**src/design/kwm_ram.sv**
```systemverilog
// Generic single-write, single-read RAM with registered read data.
module kwm_ram #(
  parameter int WIDTH = 32,
  parameter int DEPTH = 128
) (
  input  logic                     clk,
  input  logic                     we,
  input  logic [$clog2(DEPTH)-1:0] waddr,
  input  logic [WIDTH-1:0]         wdata,
  input  logic [$clog2(DEPTH)-1:0] raddr,
  output logic [WIDTH-1:0]         rdata
);

  logic [WIDTH-1:0] mem [DEPTH];

  always_ff @(posedge clk) begin
    if (we) begin
      mem[waddr] <= wdata;
    end
    rdata <= mem[raddr];
  end

endmodule

```
**config.mk**
```make
export PLATFORM = sky130hd
export DESIGN_NAME = kwm_ram
export DESIGN_NICKNAME = d
export VERILOG_FILES = /design/src/design/kwm_ram.sv
export SDC_FILE = /design/constraint.sdc
export NUM_CORES = 2
export LEC_CHECK = 0
export BUFFER_PORTS_ARGS = -buffer_cell sky130_fd_sc_hd__buf_4
export CAP_MARGIN = 20
export CORE_AREA = 3 3 511 513
export CTS_CLUSTER_SIZE = 14
export DETAILED_ROUTE_END_ITERATION = 12
export DIE_AREA = 0 0 514 516
export PLACE_DENSITY = 0.77
export SETUP_SLACK_MARGIN = 0.1
export SLEW_MARGIN = 40
export SYNTH_ARGS = -nofsm -noshare
export SYNTH_HDL_FRONTEND = slang
export SYNTH_SLANG_ARGS = --single-unit
export TNS_END_PERCENT = 5
```
**constraint.sdc**
```tcl
create_clock -name clk -period 8.4 [get_ports clk]
set_input_delay 1.68 -clock clk [delete_from_list [all_inputs] [get_ports clk]]
set_output_delay 1.68 -clock clk [all_outputs]
set_load 0.01 [all_outputs]
```
* Yosys cells after proc, flatten, opt, wreduce, memory -nomap -nowiden *
Memory sizes are Yosys's and may differ from the RTL's. A register that Yosys moved wholly into a read port is not among the register bits.
Index checks and enable logic that the tools add are counted.

word-level totals
  register bits after elaboration = 0
  bits in writable memories = 4096
  input port bits = 48
  logic and storage cells = 3
  memories kept = 1

cells by class
  mux-type cells = 2

memories
  name  words  width  rd ports  clocked after memory_dff  wr ports  line  source
  mem   128    32     1         1                         1         14    logic [WIDTH-1:0] mem [DEPTH];

operators with widths
  operator          count
  2-to-1 mux 1 bit  2

* Depth between registers and ports, before layout *
  depth in word-level cells = 2
  mapped depth = 8
  gate-level depth less buffers = 4

* Worst setup path before layout *
Ideal clock, no wire load.

  kind = input port to flip-flop
  start point = in we
  end point = mem mem[98][0], enable pin
  data arrival time = 4458 ps
  slack = 3481 ps
  stages = 3
  buffers on the path = 1
  path through = clkbuf_1 -> nand4_1 -> nor3_1

between the ends
  word-level cells in the longest chain between the ends = 2

RTL lines
  element                                 line  source
  start, declared                         7     input logic we,
  2-to-1 mux 1 bit                        17    if (we) begin
  2-to-1 mux 1 bit (not written as such)  18    mem[waddr] <= wdata;
  end, declared                           14

Every way passes these cells.

==> impl_metrics.json <==
{
  "r2r-end": "rdata[25]$_DFF_P_",
  "overflow": 0,
  "p_total_mw": 43.1,
  "max_stage_delay_ns": 0.63,
  "slowest_stage": "mux4_2",
  "detail-route-antenna-nets": 0,
  "cp_common_cell": "mux4_2",
  "yosysMostFrequentCell": "edfxtp_1",
  "crit_arrival_ns": 5.74,
  "fmax_mhz": 204,
  "slew_headroom_pct": 36.3,
  "min_path_cells": 1,
  "synthAdderAreaFrac_pct": 0,
  "drc": 0,
  "cap_viol_max_count": 0,
  "worst-r2r-setup-slack_ns": 5.64,
  "whs_ns": 1.11,
  "synth_area_leaders": "edfxtp_1 (79%), mux4_2 (19%), clkbuf_1 (0.44%)",
  "clockRootBuffer": "clkbuf_16",
  "crit_cells": 9,
  "status": "complete, no violations",
  "hold_start": "wdata[5]",
  "synth_top_flop_cell": "edfxtp_1",
  "cts.clk_slew.worst_paths_ns": 0.07,
  "vdd_drop_max_v": 0.000252,
  "cts-resized-gates": 0,
  "synthXorXnorAreaFrac_pct": 0,
  "nets": 6438,
  "synth.distinct_cells": 17,
  "rsz0062_at_grt": "no",
  "ys_warn_count": 0,
  "cts_buffer_depth": 4,
  "syn_avg_cell_area_um2": 26.1,
  "period_minus_slack_ns": 4.89,
  "setup_violations": 0,
  "path_buf_inv": 5,
  "muxShareOfSynthArea_pct": 19.6,
  "fin_tns_setup_ns": 0,
  "endpoint_kind": "flip-flop",
  "synth_edf_count": 4096,
  "fin_skew_ns": 0.0602,
  "die_x_um": 514,
  "tightest_slew_ns": 0.956,
  "synth_common_cells": "edfxtp_1 (4096), mux4_2 (1344), clkbuf_1 (182), nor2_1 (122), buf_2 (79)",
  "post_cts_buffers": 0,
  "yosysTopAreaCellShare_pct": 78.7,
  "portBuffers": 79,
  "grt_pass1_vias": 77913,
  "crit_type": "input port to flip-flop",
  "dpl.hpwl_um": 219000,
  "core_mm2": 0.257,
  "p_leak_nw": 54.0,
  "clock_sinks": 4128,
  "drt-initial-drc-count": 15537,
  "syn_inst": 5990,
  "die_h_um": 516,
  "synth_top_family_by_area": "multiplexers",
  "hold_viol_final": 0,
  "avgViaCountPerCell": 7.61,
  "finalCritPeriodShare_pct": 58.2,
  "path_cells": "buf_8 -> buf_16 -> buf_16 -> buf_12 -> buf_4 -> mux4_2 -> mux4_2 -> mux4_2 -> mux2_2",
  "r2r-start": "mem[24][25]$_DFFE_PP_",
  "ys_ff_latch": 4128,
  "start_util_pct": 60.9,
  "seq_area_frac_synth_pct": 79.1,
  "grt_pass1_wl_um": 629000,
  "async_flop_share_pct": 0,
  "startpoint_type": "input port",
  "final_area_mm2": 0.176,
  "wl_um": 471000,
  "synthesis.nets": 6038,
  "vias": 76973,
  "hold_end": "mem[52][5]$_DFFE_PP_",
  "drive_gt1_share_pct": 35.5,
  "cts_hold_buf": 0,
  "wl_per_cell_um": 46.6,
  "powerDensity_mw_per_mm2": 245,
  "insertion_delay_ns": 1.01,
  "grt_usage_pct": 34.7,
  "holdCritPathClass": "input port to flip-flop",
  "gp_congestion": 0.818,
  "path_max_fanout": 108,
  "required_ns": 9.25,
  "rows": 186,
  "cts.htree.levels": 5,
  "num_io_pins": 80,
  "synthSimpleGateAreaFrac_pct": 0.446,
  "numCtsBuffers": 402,
  "drtPass1Iterations": 8,
  "die-area_mm2": 0.265,
  "cts_tree": "done",
  "worstRegToRegCells": 4,
  "synth_area_mm2": 0.156,
  "yosys.area.top_type": "edfxtp_1",
  "antenna_found_initial": 61,
  "area_growth_pct": 12.5,
  "synth_compound_area_share_pct": 0,
  "grt_max_degree": 109,
  "slew_violations": 0,
  "cp_top_family": "multiplexers",
  "detailed_place.area_mm2": 0.163
}
-- worst max path at each step --
stage | start | endpoint | slack, ns
final | raddr[2] | rdata[28]$_DFF_P_ | 3.51
after global routing | raddr[2] | rdata[28]$_DFF_P_ | 3.59
after CTS | raddr[2] | rdata[28]$_DFF_P_ | 3.77
after detailed placement | raddr[2] | rdata[28]$_DFF_P_ | 2.78
after global placement | raddr[2] | rdata[28]$_DFF_P_ | 2.75
after floorplan | we | mem[98][0]$_DFFE_PP_ | 3.48
-- per-layer routing --
| layer | part of all wire (%) | vias to the layer above | GRT usage (%) |
|---|---|---|---|
| met5 | 0.053 | - | 0 |
| met4 | 6.5 | 40 | 18.2 |
| met3 | 16 | 1622 | 12.1 |
| met2 | 47 | 8136 | 52.8 |
| met1 | 30 | 40019 | 45.1 |
| li1 | - | 27156 | - |
-- sequential cells by signal (all words and copies together), names as in the netlist --
| name | cells |
|---|---|
| mem | 4096 |
| rdata | 32 |
-- layout make-up --
| cell class | count | area (um^2) |
|---|---|---|
| clock inverter | 219 | 1960 |
| clock buffer | 493 | 10700 |
| sequential | 4128 | 124000 |
| multi-input combinational | 1546 | 32300 |
| antenna | 31 | 77.6 |
| timing repair buffer | 312 | 2980 |
| fill | 13746 | 80800 |
| tap | 3384 | 4230 |
-- where the power goes --
group,total (mW),internal (mW),switching (mW)
sequential,22.8,22.7,0.0904
combinational,2.33,0.853,1.47
clock,18.0,10.1,7.87
-- cell families after synthesis --
| logic type | Yosys count |
|---|---|
| flops | 4128 |
| mux | 1376 |
| buf+inv | 316 |
| simple gates | 170 |
-- metrics by stage --
step	util [%]	instances	setup slack [ns]
6_report	68.5	10113	3.51
5_1_grt	68.5	10090	3.59
4_1_cts	68.4	10072	3.77
3_5_place_dp	63.5	9360	2.78
3_3_place_gp	63.4	9354	2.75
2_1_floorplan	-	5990	3.48
-- cells in the final DEF (no fill, tap or decap) --
cell	synthesis	final
edfxtp_1	4096	4096
mux4_2	1344	1344
clkbuf_16	0	409
buf_4	3	253
nor2_4	0	119
clkinv_1	0	88
clkinv_2	0	77
clkbuf_1	182	73
bufinv_16	0	36
mux2_2	32	32
dfxtp_1	32	32
diode_2	0	31
buf_12	0	28
buf_6	2	18
nand2_1	14	14
nand3_2	0	11
clkbuf_8	0	11
buf_16	0	10
nor3_2	0	8
clkinvlp_4	0	8
nor2b_1	7	7
inv_6	0	4
nor2_1	122	3
nand4_1	3	3
clkinv_4	0	3
buf_8	0	3
nand2b_1	2	2
clkinv_8	0	2
nor3_4	0	1
or3_1	1	1
nand3_1	12	1
inv_8	0	1
Power figures use the tool's default switching activity.
