$ cat src/design/kwm_min_unit.sv
// Shared signed comparator that tracks the smallest candidate head and its list.
module kwm_min_unit #(
  parameter int LW = 3
) (
  input  logic               clk,
  input  logic               rst_n,
  input  logic               start,
  input  logic               cand_valid,
  input  logic signed [31:0] cand_val,
  input  logic [LW-1:0]      cand_idx,
  output logic               found,
  output logic signed [31:0] best_val,
  output logic [LW-1:0]      best_idx
);

  logic               found_r, found_nxt;
  logic signed [31:0] best_val_r, best_val_nxt;
  logic [LW-1:0]      best_idx_r, best_idx_nxt;

  always_comb begin
    found_nxt    = found_r;
    best_val_nxt = best_val_r;
    best_idx_nxt = best_idx_r;
    if (start) begin
      found_nxt = 1'b0;
    end else if (cand_valid && (!found_r || (cand_val < best_val_r))) begin
      found_nxt    = 1'b1;
      best_val_nxt = cand_val;
      best_idx_nxt = cand_idx;
    end
  end

  always_ff @(posedge clk) begin
    if (!rst_n) begin
      found_r    <= 1'b0;
      best_val_r <= '0;
      best_idx_r <= '0;
    end else begin
      found_r    <= found_nxt;
      best_val_r <= best_val_nxt;
      best_idx_r <= best_idx_nxt;
    end
  end

  assign found    = found_r;
  assign best_val = best_val_r;
  assign best_idx = best_idx_r;

endmodule

$ cat config.mk
export PLATFORM = sky130hd
export DESIGN_NAME = kwm_min_unit
export DESIGN_NICKNAME = d
export VERILOG_FILES = /design/src/design/kwm_min_unit.sv
export SDC_FILE = /design/constraint.sdc
export NUM_CORES = 1
export LEC_CHECK = 0
export BUFFER_PORTS_ARGS = -buffer_cell sky130_fd_sc_hd__buf_2
export CORE_MARGIN = 2
export CORE_UTILIZATION = 52
export DETAILED_ROUTE_END_ITERATION = 8
export PLACE_DENSITY = 0.82
export SYNTH_ARGS = -nofsm -noshare
export SYNTH_HDL_FRONTEND = slang
export SYNTH_SLANG_ARGS = --single-unit
$ cat constraint.sdc
create_clock -name clk -period 5.65 [get_ports clk]
set_input_delay 1.13 -clock clk [delete_from_list [all_inputs] [get_ports clk]]
set_output_delay 1.13 -clock clk [all_outputs]
set_load 0.05 [all_outputs]
# [Word-level counts from Yosys, hierarchy flattened]
# Index checks and enable logic that the tools add are counted.
[word_totals] ff_bits=36 latch_bits=0 mem_bits_rw=0 romBits=0 inputBits=39 output_inout_bits=36 elab_cells=11 mem_count=0
[classes] n_addsub=0 mul=0 div=0 order_cmp=1 n_eq_ne=0 shift=0 mux=0 bitwise_logic=2 n_reduce_logical=5
[ops] cell="< comparator 32 bit" n=1
[ops] cell="inverter 1 bit" n=2
[ops] cell="AND reduction 2 bit" n=1
[ops] cell="OR reduction 2 bit" n=1
[ops] cell="logical AND 1 bit" n=1
[ops] cell="logical NOT 1 bit" n=1
[ops] cell="logical OR 1 bit" n=1

# [Logic depth before layout (Yosys ltp)]
# Gate-level depths: netlist of the first run.
[logic_depth] depth_word=4 ltp_mapped=11 depth_no_buf=9

# [Worst setup path after synthesis of the first run]
# Ideal clock, no wire load.
[synth_path] path_kind="input port to flip-flop" start="in cand_val[30]" end="reg best_idx_r[0] (netlist: best_idx[0])" setup_ns=0.072 arrival_ns=3.163 required_ns=5.578 setup_slack_ns=2.415 cell_stages=10 path_buffers=2 path_cell_list="ha_1 > a21oi_1 > nand2_1 > a221o_1 > a211oi_1 > xor2_1 > a2111oi_2 > buf_6 > buf_12 > mux2i_1"
[synth_via] elab_chain_cells=4
[synth_lines] element="start, declared" line="9" text="input logic signed [31:0] cand_val,"
[synth_lines] element="< comparator 32 bit" line="26" text="end else if (cand_valid && (!found_r || (cand_val < best_val_r))) begin"
[synth_lines] element="logical OR 1 bit" line="26"
[synth_lines] element="logical AND 1 bit" line="26"
[synth_lines] element="AND reduction 2 bit (no source line)"
[synth_lines] element="end signal, assigned" line="41" text="best_idx_r <= best_idx_nxt;"
[synth_lines] element="end, declared" line="18" text="logic [LW-1:0] best_idx_r, best_idx_nxt;"
# Every way passes these cells.
# A chain may end at the register's enable or synchronous reset.

# [Worst setup path after layout of the first run]
[layout_path] start="in cand_val[23]" end="reg best_val_r[25] (netlist: best_val[25])"
[layout_via] elab_chain_cells=4
[layout_lines] element="< comparator 32 bit" line="26"
[layout_lines] element="logical OR 1 bit" line="26"
[layout_lines] element="logical AND 1 bit" line="26"
[layout_lines] element="AND reduction 2 bit (no source line)"
[layout_lines] element="end signal, assigned" line="40" text="best_val_r <= best_val_nxt;"
[layout_lines] element="end, declared" line="17" text="logic signed [31:0] best_val_r, best_val_nxt;"
# Every way passes these cells.

==> summary.txt, run 1 <==
Finish
  – Post-layout util: between 60% and 70%
  – Area grow syn2layout: 20.96%
  – Most frequent cells in the layout: 77 x nand2_1, 74 x buf_2, 36 x dfxtp_1
  – Layout cell share with drive strength beyond 1: 24.78%
  – Finished Layout Cells: between 300 and 400
  – Most common cell after layout, fill and taps aside: nand2_1
  – N_diodes: 0
  – Nets: 408

Global routing
  – First-pass GRT wire length: a little under 8000 um
  – Vias in the first global route: 1852
  – Grt ovf: 0
  – Largest net degree at the start of global routing: a little over 70
  – Met1 usage: 23.74%
  – Most Crowded Layer GR: met2
  – Met3 usage: under 10%
  – Number of antenna violations at the first check in global routing: 0
  – Total Routing Usage GR: a little under 20%
  – M2 GR Usage: approximately a third

STA
  – Slew headroom: 25.09%
  – Highest Clock Rate: 0.2665 GHz
  – Tcrit/Tclk final: 66.41%
  – Clock skew after layout: 0.008136 ns
  – Setup TNS: 0 ns
  – Worst hold margin: 0.4514 ns
  – Slew Limit Fails: 0
  – Crit path time final: 3.752 ns
  – Tightest Pin Transition: about 1.1 ns
  – RSZ-0062 raised after global routing: false
  – Final Hold Fails: 0
  – Final setup fails: 0

Setup path
  – Register-to-Register Setup Slack: 2.45 ns
  – Crit Path Max Fanout: 26
  – Worst EP arrival: 3.97 ns
  – WS Path Type: in2reg
  – Startpoint of the worst register-to-register path: best_val[31]
  – CP required: 5.87 ns
  – CP Launch Type: input port
  – R2r worst-path depth: 10
  – Worst Setup End Kind: flop
  – RR Endpoint: best_val[25]

Yosys
  – Synth area leader: dfxtp_1
  – Synth cell types: 28
  – Post-synthesis sequential area ratio: roughly 32%
  – Synth warnings: 0
  – Mapped Avg Cell Area: between 8 and 9 um2
  – Synthesized Nets: 338
  – Synth area leaders: dfxtp_1 32%, ha_1 17%, mux2i_1 16%, nand2_1 13%, inv_1 5.3%
  – Synthesized area: 2251 um2
  – Share of the synthesized area in the top cell type: 32.02%
  – Post-synthesis register bit count: 36
  – Gate Count Post-Synth: 268

CTS
  – Hold buffer count at cts: 0
  – Worst-path clk slew: 0.07 ns
  – Num CTS Buffers: 5
  – H-tree Lvls: 2
  – CTS tree: done
  – Clk root buf: clkbuf_8
  – Sink Count: 36
  – Post-CTS setup buffer count: 0
  – Post_cts resized: 0
  – Clock latency on the worst-skew pair: 0.29 ns
  – Clock Path Buffers: 2

Pwr
  – Net switching power: 214.8 uW
  – Sequential share of power: 41.2%
  – Power share of the clock group: approximately 33%
  – Internal: between 400 and 500 uW
  – Pleak: roughly 0.0013 uW
  – Combinational Power Share: 25.7%
  – Pwr Total: 673.3 uW
  – Pwr dens: 247.3 nW/um2
  – Peak VDD IR: approximately 0.17 mV
  – Switching part of the total: 31.90%

Detailed routing
  – Drt total wl: 4495 um
  – Initial DRC Count: 103
  – Drt via density: 5.116
  – Wire per inst: ~12 um
  – Drt pass-1 iters: 4
  – DRC Markers: 0
  – DR vias: 1990
  – Post-route ant nets: 0

Min path
  – Worst Hold Path EP: best_idx[0]
  – Hold Crit Class: reg2reg
  – Worst Hold Path Cells: 2
  – Hold Startpoint: best_idx[0]

Flow run
  – MaxCap Viol Count: 0

Place
  – Hpwl dp: 3440 um
  – Placed Cells: 381
  – Final GP Congestion: 0.7983
  – Port Buffers: 74

Floorplan
  – Die area: 4871 um2
  – Core area: 4086 um2
  – IO Pins: between 70 and 80
  – Die height: around 70 um
  – Initial Util: a little under three fifths
  – Cell Rows: 23
  – Die X: 69.79 um

Run status
  – Outcome: finished clean
## how the worst max path moves through the flow
stage	start	endpoint	depth (start not counted)
floorplan	cand_val[30]	best_idx[0]	10
global placement	cand_val[31]	best_val[7]	10
detailed placement	cand_val[31]	best_val[25]	10
CTS	cand_val[31]	best_val[25]	10
global route	cand_val[31]	best_val[16]	10
finish	cand_val[23]	best_val[25]	10
## state kept, by name, indices dropped and copies added, names as in the netlist
signal and flops:
best_idx 3, best_val 32, found 1
## layer usage
metal / routed length [um] / part of all wire [%] / vias up
met5: 0 / 0 / -
met4: 32 / 0.71 / 0
met3: 288 / 6.4 / 4
met2: 2126 / 47 / 52
met1: 2047 / 46 / 907
li1: - / - / 1027
## power groups by stage
| stage | Combinational, uW | Clock, uW | Sequential (uW) |
|---|---|---|---|
| final | 173 | 223 | 278 |
| after floorplan | 82.1 | 0 | 331 |
| after CTS | 175 | 230 | 278 |
| after detailed placement | 173 | 0 | 283 |
| after global placement | 169 | 0 | 283 |
| after global routing | 191 | 238 | 280 |
## cell type report
cell class                      count  area [um2]
Timing Repair Buffer               75       390.4
Inverter                           32       120.1
Multi-Input combinational cell    188        1321
Clock inverter                      2       35.03
Clock buffer                        6       72.57
Fill cell                         336        1364
Sequential cell                    36       720.7
Tap cell                           50       62.56
## cell usage after synthesis, drive strengths merged
cell     number
buf           4
mux2i        35
a21oi        12
dfxtp        36
nor4          1
ha           31
a221o         1
o21a          1
nand2        77
a21boi        1
a211oi        3
clkbuf        8
nor3b         1
and4          1
o21ai         3
xor2          1
nand4         4
nor2          4
nand2b        1
nand3         4
inv          32
nor3          2
o221ai        1
a2111oi       1
o211ai        1
a21o          2
## per-stage QoR
step / cell area, um2 / setup WS, ns
4_1_cts: 2723 / 1.884
5_1_grt: 2723 / 1.722
2_1_floorplan: 2251 / 2.415
6_report: 2723 / 1.898
3_5_place_dp: 2615 / 1.581
3_3_place_gp: 2615 / 1.652
## cell families after synthesis
family,Yosys count,share of synthesized area (%)
flip-flops,36,32.02
AND/OR/NAND/NOR,95,17.23
AO/OA/AOI/OAI,26,7.726
XOR/XNOR,1,0.3892
adder cells (fa/ha/maj),31,17.23
buffers and inverters,44,9.839
multiplexers,35,15.56
## worst max-delay path: stages
cell,delay [ns]
buf_2,0.11
ha_1,0.32
a21oi_1,0.15
o21ai_0,0.13
a221o_1,0.31
a211oi_1,0.21
xor2_1,0.14
a2111oi_4,0.93
buf_12,0.30
mux2i_1,0.22
Power figures use the tool's default switching activity.
==> run 2, diff against run 1 <==
- CORE_UTILIZATION: 52 -> 51
- PLACE_DENSITY: 0.82 -> 0.81
- clock period: 5.65 -> 3.6 ns (I/O delays scaled with it)
==> run 2 against run 1 <==
  * Total power increased by 63%
  * Setup slack worse by 1.2 ns
  * Clock skew shrank 0.0013 ns
  * Register-to-register slack got worse by 1.6 ns
  * Combinational power is 57% higher
  * Global-route usage grew 0.63 points
  * Non-clock buffer count grew 1
  * Clock-buffer cell count increased by 1
  * Sequential power up 57%
  * Final cell count rose by 0.77%
  * Via count is 0.30% lower
  * Highest routed layer unchanged
==> summary.txt, run 2 (synthesis results as in run 1) <==
Pwr
  – Internal: 758.9 uW (was 458.5 uW)
  – Peak VDD IR: 0.2992 mV (was 0.1701 mV)
  – Pwr dens: 399.2 nW/um2 (was 247.3 nW/um2)
  – Power share of the clock group: 35.5% (was 33.1%)
  – Switching part of the total: 30.91% (was 31.90%)
  – Combinational Power Share: 24.8% (was 25.7%)
  – Net switching power: 339.6 uW (was 214.8 uW)
  – Sequential share of power: 39.7% (was 41.2%)
  – Pleak: 0.001296 uW (was 0.001281 uW)

Finish
  – Nets: 409 (was 408)
  – Max reg flops: 32 (unchanged)
  – Finished Layout Cells: 392 (was 389)
  – Most frequent cells in the layout: 77 x nand2_1, 74 x buf_2, 36 x dfxtp_1 (unchanged)
  – N_diodes: 0 (unchanged)
  – Layout cell share with drive strength beyond 1: 25.29% (was 24.78%)
  – Most common cell after layout, fill and taps aside: nand2_1 (unchanged)
  – Area grow syn2layout: 22.23% (was 20.96%)

Global routing
  – Largest net degree at the start of global routing: 72 (unchanged)
  – Grt ovf: 0 (unchanged)
  – First-pass GRT wire length: 8245 um (was 7831 um)
  – Vias in the first global route: 1985 (was 1852)
  – Number of antenna violations at the first check in global routing: 0 (unchanged)
  – Total Routing Usage GR: 20.28% (was 19.65%)

Floorplan
  – Cell Rows: 24 (was 23)
  – Die X: 70.44 um (was 69.79 um)
  – Die area: 4961 um2 (was 4871 um2)
  – Die height: 70.44 um (was 69.79 um)
  – Initial Util: 52.42% (was 55.08%)
  – IO Pins: 75 (unchanged)
  – Core area: 4294 um2 (was 4086 um2)

Min path
  – Hold Crit Class: reg2reg (unchanged)
  – Worst Hold Path EP: best_idx[2] (was best_idx[0])
  – Worst Hold Path Cells: 2 (unchanged)
  – Hold Startpoint: best_idx[2] (was best_idx[0])

Detailed routing
  – Drt pass-1 iters: 4 (unchanged)
  – Post-route ant nets: 0 (unchanged)
  – Drt total wl: 4643 um (was 4495 um)
  – Initial DRC Count: 100 (was 103)
  – Wire per inst: 11.84 um (was 11.56 um)
  – Drt via density: 5.061 (was 5.116)
  – DR vias: 1984 (was 1990)
  – DRC Markers: 0 (unchanged)

Flow run
  – MaxCap Viol Count: 0 (unchanged)

Setup path
  – Register-to-Register Setup Slack: 0.90 ns (was 2.45 ns)
  – Worst EP arrival: 3.06 ns (was 3.97 ns)
  – WS Path Type: in2reg (unchanged)
  – Crit Path Max Fanout: 11 (was 26)
  – Worst Setup End Kind: flop (unchanged)
  – R2r worst-path depth: 10 (unchanged)
  – Critical Path Slowest Stage Cell: a2111oi_4 (unchanged)
  – Startpoint of the worst register-to-register path: best_val[31] (unchanged)
  – CP Cell Sequence: buf_2, ha_1, nand4_1, nor2_1, a221o_1, a211oi_1, xor2_1, a2111oi_4, buf_4, mux2i_1 (was buf_2, ha_1, a21oi_1, o21ai_0, a221o_1, a211oi_1, xor2_1, a2111oi_4, buf_12, mux2i_1)
  – CP required: 3.81 ns (was 5.87 ns)
  – CP Launch Type: input port (unchanged)
  – CP peak stage delay: 0.45 ns (was 0.93 ns)
  – RR Endpoint: best_val[12] (was best_val[25])

CTS
  – Worst-path clk slew: 0.07 ns (about the same)
  – Clock Path Buffers: 2 (unchanged)
  – Clock latency on the worst-skew pair: 0.28 ns (was 0.29 ns)
  – Clk root buf: clkbuf_8 (unchanged)
  – Num CTS Buffers: 5 (unchanged)
  – CTS tree: done (unchanged)
  – H-tree Lvls: 2 (unchanged)
  – Sink Count: 36 (unchanged)
  – Post-CTS setup buffer count: 0 (unchanged)
  – Post_cts resized: 0 (unchanged)
  – Hold buffer count at cts: 0 (unchanged)

Place
  – Pre-CTS WS: 0.4314 ns (was 1.581 ns)
  – Placed Cells: 384 (was 381)
  – Port Buffers: 74 (unchanged)
  – Final GP Congestion: 0.7698 (was 0.7983)
  – Hpwl dp: 3547 um (was 3440 um)

STA
  – Final setup fails: 0 (unchanged)
  – Post-route worst setup slack: 0.7431 ns (was 1.898 ns)
  – Tightest Pin Transition: 1.169 ns (was 1.124 ns)
  – Crit path time final: between 2 and 3 ns
  – RSZ-0062 raised after global routing: false (unchanged)
  – Highest Clock Rate: 0.3500 GHz
  – Clock skew after layout: 0.006866 ns (was 0.008136 ns)
  – Tcrit/Tclk final: between 70% and 80%
  – Final Hold Fails: 0 (unchanged)
  – Slew Limit Fails: 0 (unchanged)
  – Slew headroom: 22.08% (was 25.09%)
  – Setup TNS: 0 ns (unchanged)

Run status
  – Outcome: finished clean (unchanged)
## run 2: changes by cell type in the layout (fill, tap and decap cells not counted)
cell | before | now
buf_4 | 0 | 1
clkbuf_1 | 1 | 0
clkbuf_8 | 5 | 7
clkinv_2 | 1 | 0
## run 2: worst max-delay path: cells and delay by family
kind	cells	cell delay, ns
buf+inv	2	0.41
compound gates	3	0.97
fa+ha+maj	1	0.35
simple gates	2	0.24
mux	1	0.21
xor+xnor	1	0.15
## run 2: metrics by stage
| step | power, uW | cell area [um2] | hold WS (ns) | utilization (%) |
|---|---|---|---|---|
| after floorplan | 648.1 | 2251 | 0.6738 | - |
| after CTS | 1113 | 2751 | 0.4631 | 64.07 |
| after global routing | 1160 | 2751 | 0.4842 | 64.07 |
| after global placement | 711.1 | 2625 | 0.4399 | 61.13 |
| after detailed placement | 718.6 | 2625 | 0.4526 | 61.13 |
| final | 1098 | 2751 | 0.4572 | 64.07 |
## run 2: layout make-up
cell class | count | area [um2]
clock buffer | 7 | 96.34
clock inverter | 1 | 30.03
fill | 385 | 1543
inverter | 32 | 120.1
multi-input combinational | 188 | 1321
sequential | 36 | 720.7
tap | 52 | 65.06
timing repair buffer | 76 | 397.9
## run 2: how the worst max path moves through the flow
stage	cells after the start	from	endpoint
floorplan	10	cand_val[30]	best_idx[0]
global placement	10	cand_val[31]	best_val[9]
finish	10	cand_val[31]	best_val[12]
CTS	10	cand_val[31]	best_val[12]
detailed placement	10	cand_val[31]	best_val[8]
global route	10	cand_val[31]	best_val[12]
## run 2: per-layer routing
| layer | global-route usage (%) | up-vias | share of wire [%] |
|---|---|---|---|
| li1 | - | 1027 | - |
| met1 | 23.95 | 902 | 45 |
| met2 | 35.43 | 49 | 48 |
| met3 | 5.339 | 6 | 6.3 |
| met4 | 6.624 | 0 | 1.1 |
| met5 | 0 | - | 0 |
## run 2: power groups by stage
stage               Sequential [uW]  Combinational [uW]  Clock, uW
floorplan                       519                 129          0
global placement                444                 267          0
detailed placement              445                 273          0
CTS                             436                 275        402
global route                    439                 303        418
finish                          436                 272        390
